File: config.mk
export PLATFORM = sky130hd
export DESIGN_NAME = first_fit_region_allocator
export DESIGN_NICKNAME = d
export VERILOG_FILES = /design/src/hw/rtl/ffra_pkg.sv /design/src/hw/rtl/first_fit_region_allocator.sv
export SDC_FILE = /design/constraint.sdc
export NUM_CORES = 1
export LEC_CHECK = 0
export ABC_CLOCK_PERIOD_IN_PS = 6200
export BUFFER_PORTS_ARGS = -buffer_cell sky130_fd_sc_hd__buf_2
export CORE_ASPECT_RATIO = 0.75
export CORE_UTILIZATION = 45
export DETAILED_ROUTE_END_ITERATION = 12
export GPL_TIMING_DRIVEN = 0
export PLACE_DENSITY = 0.64
export SLEW_MARGIN = 20
export SYNTH_ARGS = -nofsm -noshare
export SYNTH_HDL_FRONTEND = slang
export SYNTH_SLANG_ARGS = --single-unit
File: constraint.sdc
create_clock -name clk -period 6.2 [get_ports clk]
set_clock_uncertainty 0.1 [all_clocks]
set_input_delay 0.62 -clock clk [delete_from_list [all_inputs] [get_ports clk]]
set_output_delay 0.62 -clock clk [all_outputs]
set_load 0.01 [all_outputs]
File: src/hw/rtl/ffra_pkg.sv
// ffra_pkg: types, sizes and codes for the first-fit region allocator.
// No dependencies.
package ffra_pkg;

    localparam int unsigned MEM_UNITS = 1024;
    localparam int unsigned FREE_N    = 16;
    localparam int unsigned BUSY_N    = 16;
    localparam int unsigned FIDX_W    = $clog2(FREE_N);
    localparam int unsigned FCNT_W    = $clog2(FREE_N + 1);
    localparam int unsigned BIDX_W    = $clog2(BUSY_N);
    localparam int unsigned BCNT_W    = $clog2(BUSY_N + 1);

    typedef enum logic [1:0] {
        ST_OK         = 2'd0,
        ST_NO_SPACE   = 2'd1,
        ST_NOT_FOUND  = 2'd2,
        ST_TABLE_FULL = 2'd3
    } status_t;

    typedef enum logic {
        ACT_ALLOC   = 1'b0,
        ACT_RELEASE = 1'b1
    } action_t;

    typedef struct packed {
        logic        action;
        logic [7:0]  job_id;
        logic [10:0] request_length;
    } req_t;

    typedef struct packed {
        logic [1:0]  status;
        logic [9:0]  block_start;
        logic [10:0] block_length;
    } rsp_t;

    typedef struct packed {
        logic [9:0]  start;
        logic [10:0] len;
    } free_ent_t;

    typedef struct packed {
        logic [7:0]  id;
        logic [9:0]  start;
        logic [10:0] len;
    } busy_ent_t;

    typedef enum logic [3:0] {
        S_INIT,
        S_IDLE,
        S_BRD,
        S_BCHK,
        S_FRD,
        S_FCHK,
        S_MERGE,
        S_FDN_RD,
        S_FDN_WR,
        S_FUP_RD,
        S_FUP_WR,
        S_BDN_RD,
        S_BDN_WR,
        S_DONE
    } state_t;

endpackage

File: src/hw/rtl/first_fit_region_allocator.sv
// Each request visits free or busy entries one at a time and may shift table entries
// one by one; a request can also be rejected at once. All table accesses go through
// the one read port and one write port of each table memory. One request at a time.
// Reset: asynchronous, on the state, counts and out_valid only; after reset, state
// S_INIT writes the initial free region (whole memory) while in_stall is high. Busy table holds no live blocks.
// Depends on ffra_pkg.
module first_fit_region_allocator (
    input  logic          clk,
    input  logic          rst_n,
    input  logic          in_valid,
    output logic          in_stall,
    input  ffra_pkg::req_t in_data,
    output logic          out_valid,
    input  logic          out_stall,
    output ffra_pkg::rsp_t out_data
);
    import ffra_pkg::*;

    free_ent_t free_mem [FREE_N];
    busy_ent_t busy_mem [BUSY_N];
    free_ent_t fq;
    busy_ent_t bq;

    logic              fwe, bwe;
    logic [FIDX_W-1:0] fwa, fra;
    logic [BIDX_W-1:0] bwa, bra;
    free_ent_t         fwd;
    busy_ent_t         bwd;

    state_t            state_reg, state_next;
    logic [FCNT_W-1:0] fcount_reg, fcount_next;
    logic [BCNT_W-1:0] bcount_reg, bcount_next;
    logic [FCNT_W-1:0] idx_reg, idx_next;
    logic [BCNT_W-1:0] bidx_reg, bidx_next;
    logic              hi_ok_reg, hi_ok_next;
    req_t              req_reg, req_next;
    logic [9:0]        st_reg, st_next;
    logic [10:0]       ln_reg, ln_next;
    free_ent_t         prev_reg, prev_next;
    free_ent_t         hq_reg, hq_next;
    rsp_t              res_reg, res_next;
    logic              out_valid_reg, out_valid_next;
    rsp_t              out_reg, out_next;

    logic [10:0]       lo_end, hi_end, newlen;
    logic              lo, hi;

    always_ff @(posedge clk)
    begin
        if (fwe)
        begin
            free_mem[fwa] <= fwd;
        end
        fq <= free_mem[fra];
        if (bwe)
        begin
            busy_mem[bwa] <= bwd;
        end
        bq <= busy_mem[bra];
    end

    always_ff @(posedge clk or negedge rst_n)
    begin
        if (!rst_n)
        begin
            state_reg     <= S_INIT;
            fcount_reg    <= FCNT_W'(1);
            bcount_reg    <= '0;
            out_valid_reg <= 1'b0;
        end
        else
        begin
            state_reg     <= state_next;
            fcount_reg    <= fcount_next;
            bcount_reg    <= bcount_next;
            out_valid_reg <= out_valid_next;
        end
    end

    always_ff @(posedge clk)
    begin
        idx_reg   <= idx_next;
        bidx_reg  <= bidx_next;
        hi_ok_reg <= hi_ok_next;
        req_reg   <= req_next;
        st_reg    <= st_next;
        ln_reg    <= ln_next;
        prev_reg  <= prev_next;
        hq_reg    <= hq_next;
        res_reg   <= res_next;
        out_reg   <= out_next;
    end

    assign lo_end = {1'b0, prev_reg.start} + prev_reg.len;
    assign hi_end = {1'b0, st_reg} + ln_reg;
    assign lo     = (idx_reg != '0) && (lo_end == {1'b0, st_reg});
    assign hi     = hi_ok_reg && (hi_end == {1'b0, hq_reg.start});
    assign newlen = fq.len - req_reg.request_length;

    assign in_stall  = (state_reg != S_IDLE);
    assign out_valid = out_valid_reg;
    assign out_data  = out_reg;

    always_comb
    begin
        state_next     = state_reg;
        fcount_next    = fcount_reg;
        bcount_next    = bcount_reg;
        idx_next       = idx_reg;
        bidx_next      = bidx_reg;
        hi_ok_next     = hi_ok_reg;
        req_next       = req_reg;
        st_next        = st_reg;
        ln_next        = ln_reg;
        prev_next      = prev_reg;
        hq_next        = hq_reg;
        res_next       = res_reg;
        out_next       = out_reg;
        out_valid_next = out_valid_reg && out_stall;
        fwe = 1'b0;
        fwa = idx_reg[FIDX_W-1:0];
        fwd = fq;
        fra = idx_reg[FIDX_W-1:0];
        bwe = 1'b0;
        bwa = bidx_reg[BIDX_W-1:0];
        bwd = bq;
        bra = bidx_reg[BIDX_W-1:0];

        case (state_reg)
            S_INIT:
            begin
                fwe = 1'b1;
                fwa = '0;
                fwd = '{start: '0, len: 11'(MEM_UNITS)};
                state_next = S_IDLE;
            end
            S_IDLE:
            begin
                if (in_valid)
                begin
                    req_next  = in_data;
                    idx_next  = '0;
                    bidx_next = '0;
                    res_next  = '{status: ST_OK, block_start: '0, block_length: '0};
                    if (in_data.action == ACT_ALLOC)
                    begin
                        if (in_data.request_length == '0 || fcount_reg == '0)
                        begin
                            res_next.status = ST_NO_SPACE;
                            state_next = S_DONE;
                        end
                        else
                        begin
                            state_next = S_FRD;
                        end
                    end
                    else if (bcount_reg == '0)
                    begin
                        res_next.status = ST_NOT_FOUND;
                        state_next = S_DONE;
                    end
                    else
                    begin
                        state_next = S_BRD;
                    end
                end
            end
            S_BRD:
            begin
                state_next = S_BCHK;
            end
            S_BCHK:
            begin
                if (bq.id == req_reg.job_id)
                begin
                    st_next    = bq.start;
                    ln_next    = bq.len;
                    idx_next   = '0;
                    hi_ok_next = 1'b0;
                    state_next = (fcount_reg == '0) ? S_MERGE : S_FRD;
                end
                else
                begin
                    bidx_next = bidx_reg + 1'b1;
                    if (bidx_reg + 1'b1 == bcount_reg)
                    begin
                        res_next.status = ST_NOT_FOUND;
                        state_next = S_DONE;
                    end
                    else
                    begin
                        state_next = S_BRD;
                    end
                end
            end
            S_FRD:
            begin
                state_next = S_FCHK;
            end
            S_FCHK:
            begin
                if (req_reg.action == ACT_ALLOC)
                begin
                    if (fq.len >= req_reg.request_length)
                    begin
                        if (bcount_reg == BCNT_W'(BUSY_N))
                        begin
                            res_next.status = ST_TABLE_FULL;
                            state_next = S_DONE;
                        end
                        else
                        begin
                            bwe = 1'b1;
                            bwa = bcount_reg[BIDX_W-1:0];
                            bwd = '{id: req_reg.job_id, start: fq.start,
                                    len: req_reg.request_length};
                            bcount_next = bcount_reg + 1'b1;
                            res_next = '{status: ST_OK, block_start: fq.start,
                                         block_length: req_reg.request_length};
                            if (newlen == '0)
                            begin
                                state_next = S_FDN_RD;
                            end
                            else
                            begin
                                fwe = 1'b1;
                                fwd.start = 10'({1'b0, fq.start} + req_reg.request_length);
                                fwd.len = newlen;
                                state_next = S_DONE;
                            end
                        end
                    end
                    else
                    begin
                        idx_next = idx_reg + 1'b1;
                        if (idx_reg + 1'b1 == fcount_reg)
                        begin
                            res_next.status = ST_NO_SPACE;
                            state_next = S_DONE;
                        end
                        else
                        begin
                            state_next = S_FRD;
                        end
                    end
                end
                else
                begin
                    if (fq.start <= st_reg)
                    begin
                        prev_next = fq;
                        idx_next  = idx_reg + 1'b1;
                        state_next = (idx_reg + 1'b1 == fcount_reg) ? S_MERGE : S_FRD;
                    end
                    else
                    begin
                        hq_next    = fq;
                        hi_ok_next = 1'b1;
                        state_next = S_MERGE;
                    end
                end
            end
            S_MERGE:
            begin
                res_next = '{status: ST_OK, block_start: st_reg, block_length: ln_reg};
                if (lo && hi)
                begin
                    fwe = 1'b1;
                    fwa = FIDX_W'(idx_reg - 1'b1);
                    fwd = '{start: prev_reg.start, len: prev_reg.len + ln_reg + hq_reg.len};
                    state_next = S_FDN_RD;
                end
                else if (lo)
                begin
                    fwe = 1'b1;
                    fwa = FIDX_W'(idx_reg - 1'b1);
                    fwd = '{start: prev_reg.start, len: prev_reg.len + ln_reg};
                    state_next = S_BDN_RD;
                end
                else if (hi)
                begin
                    fwe = 1'b1;
                    fwd = '{start: st_reg, len: hq_reg.len + ln_reg};
                    state_next = S_BDN_RD;
                end
                else if (fcount_reg == FCNT_W'(FREE_N))
                begin
                    res_next = '{status: ST_TABLE_FULL, block_start: '0, block_length: '0};
                    state_next = S_DONE;
                end
                else
                begin
                    idx_next   = fcount_reg;
                    prev_next  = '{start: '0, len: 11'(idx_reg)};
                    state_next = S_FUP_RD;
                end
            end
            S_FDN_RD:
            begin
                if (idx_reg + 1'b1 < fcount_reg)
                begin
                    fra = FIDX_W'(idx_reg + 1'b1);
                    state_next = S_FDN_WR;
                end
                else
                begin
                    fcount_next = fcount_reg - 1'b1;
                    state_next = (req_reg.action == ACT_ALLOC) ? S_DONE : S_BDN_RD;
                end
            end
            S_FDN_WR:
            begin
                fwe = 1'b1;
                idx_next = idx_reg + 1'b1;
                state_next = S_FDN_RD;
            end
            S_FUP_RD:
            begin
                if (idx_reg > FCNT_W'(prev_reg.len))
                begin
                    fra = FIDX_W'(idx_reg - 1'b1);
                    state_next = S_FUP_WR;
                end
                else
                begin
                    fwe = 1'b1;
                    fwd = '{start: st_reg, len: ln_reg};
                    fcount_next = fcount_reg + 1'b1;
                    state_next = S_BDN_RD;
                end
            end
            S_FUP_WR:
            begin
                fwe = 1'b1;
                idx_next = idx_reg - 1'b1;
                state_next = S_FUP_RD;
            end
            S_BDN_RD:
            begin
                if (bidx_reg + 1'b1 < bcount_reg)
                begin
                    bra = BIDX_W'(bidx_reg + 1'b1);
                    state_next = S_BDN_WR;
                end
                else
                begin
                    bcount_next = bcount_reg - 1'b1;
                    state_next = S_DONE;
                end
            end
            S_BDN_WR:
            begin
                bwe = 1'b1;
                bidx_next = bidx_reg + 1'b1;
                state_next = S_BDN_RD;
            end
            S_DONE:
            begin
                if (!out_valid_reg || !out_stall)
                begin
                    out_valid_next = 1'b1;
                    out_next = res_reg;
                    state_next = S_IDLE;
                end
            end
            default:
            begin
                state_next = S_IDLE;
            end
        endcase
    end

endmodule
==> key figures, run 1 <==
Place
  • DP Worst Slack: 0.0455 ns
  • Port-buffer cells: 48
  • Area after DPL: 0.0485 mm2
  • Placer Congestion: 0.966
  • DP Wirelength: 95100 um

STA
  • Final min period: 6.08 ns
  • Slew Viols, Final: 0
  • Final Hold Viols: 0
  • Final hold slack: 0.0522 ns
  • RSZ-0062 raised after global routing: true
  • Max frequency: 165 MHz
  • Setup WS post-layout: 0.122 ns
  • Normalized max-slew margin: 10.1%
  • Slew of the pin with the lowest slew margin: 1.34 ns
  • Tcrit/Tclk final: 98.0%
  • Final setup vio count: 0

Floorplan
  • Die Ht: 277 um
  • IO Pins: 49
  • Initial core utilization: 45.6%
  • Row cnt: 100
  • Die Wd: 368 um
  • Die area: 0.102 mm2
  • Core area: 0.0995 mm2

Power and ir drop
  • Sw power: 9.91 mW
  • Total Power: 26.6 mW
  • Clock group share of total power: 22.1%
  • Leak Pwr: 17.6 nW
  • Switching Fraction: 37.3%
  • P_int: 16.7 mW
  • Maximum VDD drop: 291 uV
  • PwrDens: 513 mW/mm2
  • Comb power frac: 39.8%
  • Part of the power in registers: 38.2%

Layout
  • Reg with most FFs: busy_mem
  • Max reg flops: 464
  • Most common cell after layout, fill and taps aside: edfxtp_1
  • Nets@finish: 3224
  • Fill count: 7984
  • Layout area overhead: 14.3%
  • Most frequent cells in the layout: 940 x edfxtp_1, 171 x mux4_2, 165 x mux2i_1, 112 x nand2_1, 108 x buf_2
  • Design Area, Final: 0.0518 mm2
  • Core Util, Final: 52.1%
  • Share of cells above drive strength 1: 19.7%
  • Largest registers: busy_mem: 464 flops, free_mem: 336 flops, bq: 29 flops

Clock network
  • TritonCTS Buffers: 99
  • Post-CTS setup buffers: 0
  • H-tree depth: 3
  • Sink Count: 1005
  • Root Driver: clkbuf_16
  • Clock latency on the worst-skew pair: 0.71 ns
  • CTS tree: built
  • Reg clk slew, reported paths: 0.06 ns
  • Deepest clock path buffer count: 3

Worst hold path
  • Hold crit path type: primary input to flip-flop

Setup path
  • Critical Path AT: 6.36 ns
  • Crit-path max FO: 10
  • Critical path launch point type: flip-flop
  • Required time worst endpoint: 6.48 ns
  • Setup CP Type: flip-flop to flip-flop
  • CP Capture Type: flip-flop

GRT
  • Total track usage: 25.3%
  • Met1 Usage GRT: 40.0%
  • GR peak layer: met1
  • Vias in the first global route: 27537
  • Largest net degree at the start of global routing: 24
  • Global-route wire length before repair: 188000 um
  • Antenna violations before repair: 4
  • Total grt overflow: 0
  • GR Util met2: 34.4%
  • GRT met3 Usage: 7.13%

Synth
  • Syn Nets: 2973
  • Post-synthesis sequential area ratio: 65.3%
  • Main synth FF type: edfxtp_1
  • Post-synth EDFFs: 940
  • Mapped Avg Cell Area: 16.0 um2
  • Synthesized area: 0.0453 mm2
  • Synth warn: 0
  • Cells after Synth: 2836
  • Ys async rst share: 1.49%
  • Post-synth cell types: 96
  • Synth Register Bits: 1005

Detailed routing
  • Detail Route Antenna Nets: 0
  • WL/cell: 28.9 um
  • DRT iter0 DRCs: 3513
  • Vias/cell: 6.29
  • Drt drc: 0
  • Drt first pass iters: 5
  • Vias: 28283
  • Wirelength, routed: 130000 um

Run
  • Maxcap violations: 0

Status
  • Status: finished clean
critical path, stage by stage (launching register included):
cell and delay [ns]:
edfxtp_1 0.56, inv_1 0.29, fa_1 0.53, nor2b_1 0.17, o31a_1 0.19, o21ai_0 0.12
a2111oi_0 0.49, a21boi_1 0.53, nand2_1 0.47, nor2_2 0.57, a32oi_1 0.40, nor4_2 0.76
buf_4 0.33, buf_2 0.22
power by group through the flow:
stage | clock, mW | sequential (mW) | combinational (mW)
final | 5.86 | 10.1 | 10.6
after global routing | 6.17 | 10.2 | 11.3
after CTS | 5.93 | 10.1 | 10.5
after detailed placement | 0 | 10.3 | 10.4
after global placement | 0 | 10.3 | 9.76
after floorplan | 0 | 9.94 | 6.83
repair_timing:
item / in CTS / in global routing
setup endpoints to repair: 0 / 58
gates resized for setup: 0 / 5
endpoints found under the hold margin: 21 / 0
hold buffers: 8 / 0
metrics by stage:
| stage | std cells | setup TNS (ns) |
|---|---|---|
| floorplan | 2836 | 0 |
| global placement | 4210 | -1203.18 |
| detailed placement | 4304 | 0 |
| CTS | 4498 | 0 |
| global route | 4499 | -0.250 |
| finish | 4500 | 0 |
cell usage after synthesis (8+ instances only):
master	instances	share of area (%)
a211oi_1	16	0.26
a21o_1	26	0.43
a21oi_1	79	0.87
a221o_1	32	0.71
a22o_1	23	0.44
a22oi_1	84	1.4
a31oi_1	15	0.21
and2_1	18	0.25
and3_1	12	0.17
buf_1	9	0.075
buf_2	33	0.36
clkbuf_1	90	0.75
dfrtp_1	14	0.77
dfxtp_1	50	2.2
edfxtp_1	940	62
fa_1	9	0.40
ha_1	104	2.9
inv_1	75	0.62
mux2_2	38	0.94
mux2i_1	165	3.6
mux4_2	171	8.5
nand2_1	112	0.93
nand2b_1	15	0.21
nand3_1	35	0.39
nand4_1	12	0.17
nor2_1	120	0.99
nor2b_1	19	0.26
nor3_1	35	0.39
nor4_1	35	0.48
o211ai_1	48	0.79
o21a_1	12	0.20
o21ai_0	67	0.74
o221ai_1	64	1.2
o22ai_1	9	0.12
o41ai_1	8	0.15
xnor2_1	70	1.4
xor2_1	31	0.60
metal layers:
metal	wire [um]	vias to the layer above
met4	2380	4
met1	58900	14513
li1	-	12051
met5	25	-
met2	53200	1545
met3	15400	170
final timing paths:
path                                             from                         end  slack [ns]  cells past startpoint
min in group asynchronous                       rst_n    state_reg[3]$_DFFE_PN0P_        0.33                      2
worst min-delay path                      in_data[18]       req_reg[18]$_DFFE_PP_        0.05                      1
worst max-delay path            prev_reg[1]$_DFFE_PP_  free_mem[15][16]$_DFFE_PP_        0.12                     13
worst min register to register  res_reg[13]$_DFFE_PP_      out_data[13]$_DFFE_PP_        0.32                      0
worst max register to register  prev_reg[1]$_DFFE_PP_  free_mem[15][16]$_DFFE_PP_        0.12                     13
max in group asynchronous                       rst_n   fcount_reg[0]$_DFFE_PN1P_        5.32                      2
logic make-up after synthesis:
family                     count (synthesis)  share of synthesized area (%)
AOI/OAI and AO/OA                        566                           9.33
xor gates and xnor gates                 101                           1.95
adders and majority gates                113                           3.27
buffers and inverters                    223                           2.11
DFF                                     1005                           65.3
muxes                                    374                           13.1
and+or+nand+nor                          454                           4.95
layout make-up:
cell class                 instances  area, um2  share of cell area [%]
buffer                           147        678                    1.31
multi-input combinational       1608      15100                    29.1
sequential                      1005      29600                    57.1
inverter                          76        285                   0.550
clock inverter                    63        531                    1.02
clock buffer                     123       2630                    5.07
antenna                            2       5.00                 0.00966
timing repair buffer             150       1350                    2.61
tap                             1326       1660                    3.20
No activity file was read; power rests on OpenSTA's default activity.
==> run 2: changes to the inputs <==
- ABC_CLOCK_PERIOD_IN_PS: 6200 -> 7600
- clock period: 6.2 -> 7.6 ns (I/O delays scaled with it)
==> run 2 against run 1 <==
Cell count shrank 0.16%. Sequential power down 18%. Total power decreased by 18%. Via count increased by 0.48%. Wire length rose by 0.21%.
==> key figures, run 2 (same netlist as run 1, synthesis figures left out) <==
Layout
  • Nets@finish: 3217
  • Reg with most FFs: busy_mem
  • FF/Latch Area: 0.0296 mm2
  • Fill count: 7990
  • Layout area overhead: 14.1%
  • Largest registers: busy_mem: 464 flops, free_mem: 336 flops, bq: 29 flops
  • Max reg flops: 464
  • Most frequent cells in the layout: 940 x edfxtp_1, 171 x mux4_2, 165 x mux2i_1, 112 x nand2_1, 108 x buf_2
  • Area occupied by multi-input gates: 0.0151 mm2
  • Most common cell after layout, fill and taps aside: edfxtp_1
  • Core Util, Final: 52.0%
  • Share of cells above drive strength 1: 19.7%

Floorplan
  • Row cnt: 100
  • Core area: 0.0995 mm2
  • Die Wd: 368 um
  • IO Pins: 49
  • Die area: 0.102 mm2
  • Initial core utilization: 45.6%
  • Die Ht: 277 um

Clock network
  • CTS tree: built
  • TritonCTS Buffers: 99
  • Reg clk slew, reported paths: 0.06 ns
  • Sink Count: 1005
  • Root Driver: clkbuf_16
  • Deepest clock path buffer count: 3
  • H-tree depth: 3
  • Clock latency on the worst-skew pair: 0.71 ns

Setup path
  • Setup CP Type: flip-flop to flip-flop
  • Critical path launch point type: flip-flop
  • RR Startpoint: prev_reg[1]$_DFFE_PP_
  • CP delay by family, top: simple AND/OR/NAND/NOR gates
  • Critical R2R Capture: free_mem[1][15]$_DFFE_PP_
  • Worst path slowest cell: nor2_1
  • Crit-path max FO: 10
  • CP Buf/Inv Count: 4
  • CP Capture Type: flip-flop
  • Crit path top cell by count: buf_2
  • Crit. Startpoint: prev_reg[1]$_DFFE_PP_
  • Max incr delay on CP: 0.78 ns
  • Worst r2r path cells: 14
  • Critical Path AT: 6.79 ns
  • Required time worst endpoint: 7.90 ns
  • Reg2Reg Setup Slack: 1.12 ns
  • Crit-path cells: inv_1 -> fa_1 -> nor2b_1 -> o31a_1 -> o21ai_0 -> a2111oi_0 -> a21boi_1 -> nand2_1 -> nor2_1 -> a32oi_1 -> nor4_2 -> buf_2 -> buf_4 -> buf_2

STA
  • Final Hold Viols: 0
  • Final setup vio count: 0
  • Normalized max-slew margin: 21.3%
  • Slew Viols, Final: 0
  • Slew of the pin with the lowest slew margin: 1.17 ns
  • Setup TNS: 0 ns
  • Tcrit/Tclk final: 85.3%
  • Max frequency: 154 MHz
  • Final min period: 6.48 ns
  • RSZ-0062 raised after global routing: false

Detailed routing
  • Drt drc: 0
  • Vias/cell: 6.32
  • WL/cell: 29.0 um
  • Detail Route Antenna Nets: 0
  • Drt first pass iters: 6
  • Vias: 28418
  • DRT iter0 DRCs: 3614
  • Wirelength, routed: 130000 um

GRT
  • Vias in the first global route: 27520
  • Global-route wire length before repair: 188000 um
  • Total grt overflow: 0
  • Antenna violations before repair: 4
  • Total track usage: 25.3%
  • Largest net degree at the start of global routing: 24

Power and ir drop
  • PwrDens: 419 mW/mm2
  • Maximum VDD drop: 237 uV
  • Leak Pwr: 17.6 nW

Place
  • Port-buffer cells: 48
  • Placer Congestion: 0.966
  • DP Wirelength: 95100 um

Worst hold path
  • Hold EP: req_reg[13]$_DFFE_PP_
  • Hold crit path type: primary input to flip-flop
  • Hold path startpoint: in_data[13]
  • Worst Hold Path Cells: 1

Run
  • Maxcap violations: 0

Status
  • Status: finished clean
## run 2: changes by cell type in the layout (fill, tap and decap cells not counted)
| cell | previous run | this run |
|---|---|---|
| dlygate4sd3_1 | 8 | 1 |
| nor4_2 | 13 | 16 |
| nor4_4 | 3 | 0 |
| nor2_1 | 101 | 103 |
| nor2_2 | 3 | 1 |
## run 2: worst max-delay path by stage
| stage | to | slack [ns] | depth (start not counted) |
|---|---|---|---|
| global placement | free_mem[13][19]$_DFFE_PP_ | -1.55 | 11 |
| CTS | free_mem[3][15]$_DFFE_PP_ | 1.47 | 14 |
| detailed placement | free_mem[3][12]$_DFFE_PP_ | 1.45 | 14 |
| global route | free_mem[3][15]$_DFFE_PP_ | 1.06 | 14 |
| floorplan | free_mem[14][0]$_DFFE_PP_ | 2.16 | 12 |
| finish | free_mem[1][15]$_DFFE_PP_ | 1.12 | 14 |
## run 2: routing by layer
layer,part of all wire (%),up-vias,GRT usage (%)
met2,41,1583,34.4
met1,45,14611,40.0
li1,-,12039,-
met4,1.9,4,5.25
met3,12,181,7.14
met5,0.019,-,0
## run 2: what timing repair did
item,CTS,global route
hold buffers,1,0
gates resized for setup,0,0
setup buffers,0,0
hold endpoints to repair,14,0
endpoints found under the setup margin,0,0
## run 2: through the flow
stage / cell area, um2 / hold WS (ns) / setup slack [ns] / power [mW] / std cells
after CTS: 51700 / 0.0957 / 1.47 / 21.6 / 4491
after global placement: 47200 / 0.308 / -1.55 / 16.4 / 4210
after global routing: 51700 / 0.111 / 1.06 / 22.5 / 4492
after floorplan: 45300 / 0.300 / 2.16 / 13.7 / 2836
final: 51700 / 0.139 / 1.12 / 21.7 / 4493
after detailed placement: 48500 / 0.306 / 1.45 / 16.8 / 4304
## run 2: cell type report
type                    count  share of cell area, %
well taps                1326                   3.21
repair buffers            143                   2.48
plain buffers             147                   1.31
multi-input cells        1608                   29.1
clock buffers             123                   5.08
clock inverters            63                   1.03
diodes                      2                0.00967
flip-flops and latches   1005                   57.2
inverters                  76                  0.551
## run 2: worst reg2reg max path: cells and delay by family, from the launching register on
family / cells / cell delay, ns
DFF: 1 / 0.57
AOI/OAI and AO/OA: 5 / 1.77
buffers and inverters: 4 / 1.10
adders and majority gates: 1 / 0.53
and+or+nand+nor: 4 / 2.11
## run 2: power by group
| group | leakage, nW | total, mW | internal, mW | switching [mW] |
|---|---|---|---|---|
| clock network | 1.54 | 4.78 | 2.65 | 2.14 |
| logic | 6.89 | 8.60 | 3.17 | 5.44 |
| registers | 9.14 | 8.27 | 7.77 | 0.501 |
| total | 17.6 | 21.7 | 13.6 | 8.08 |
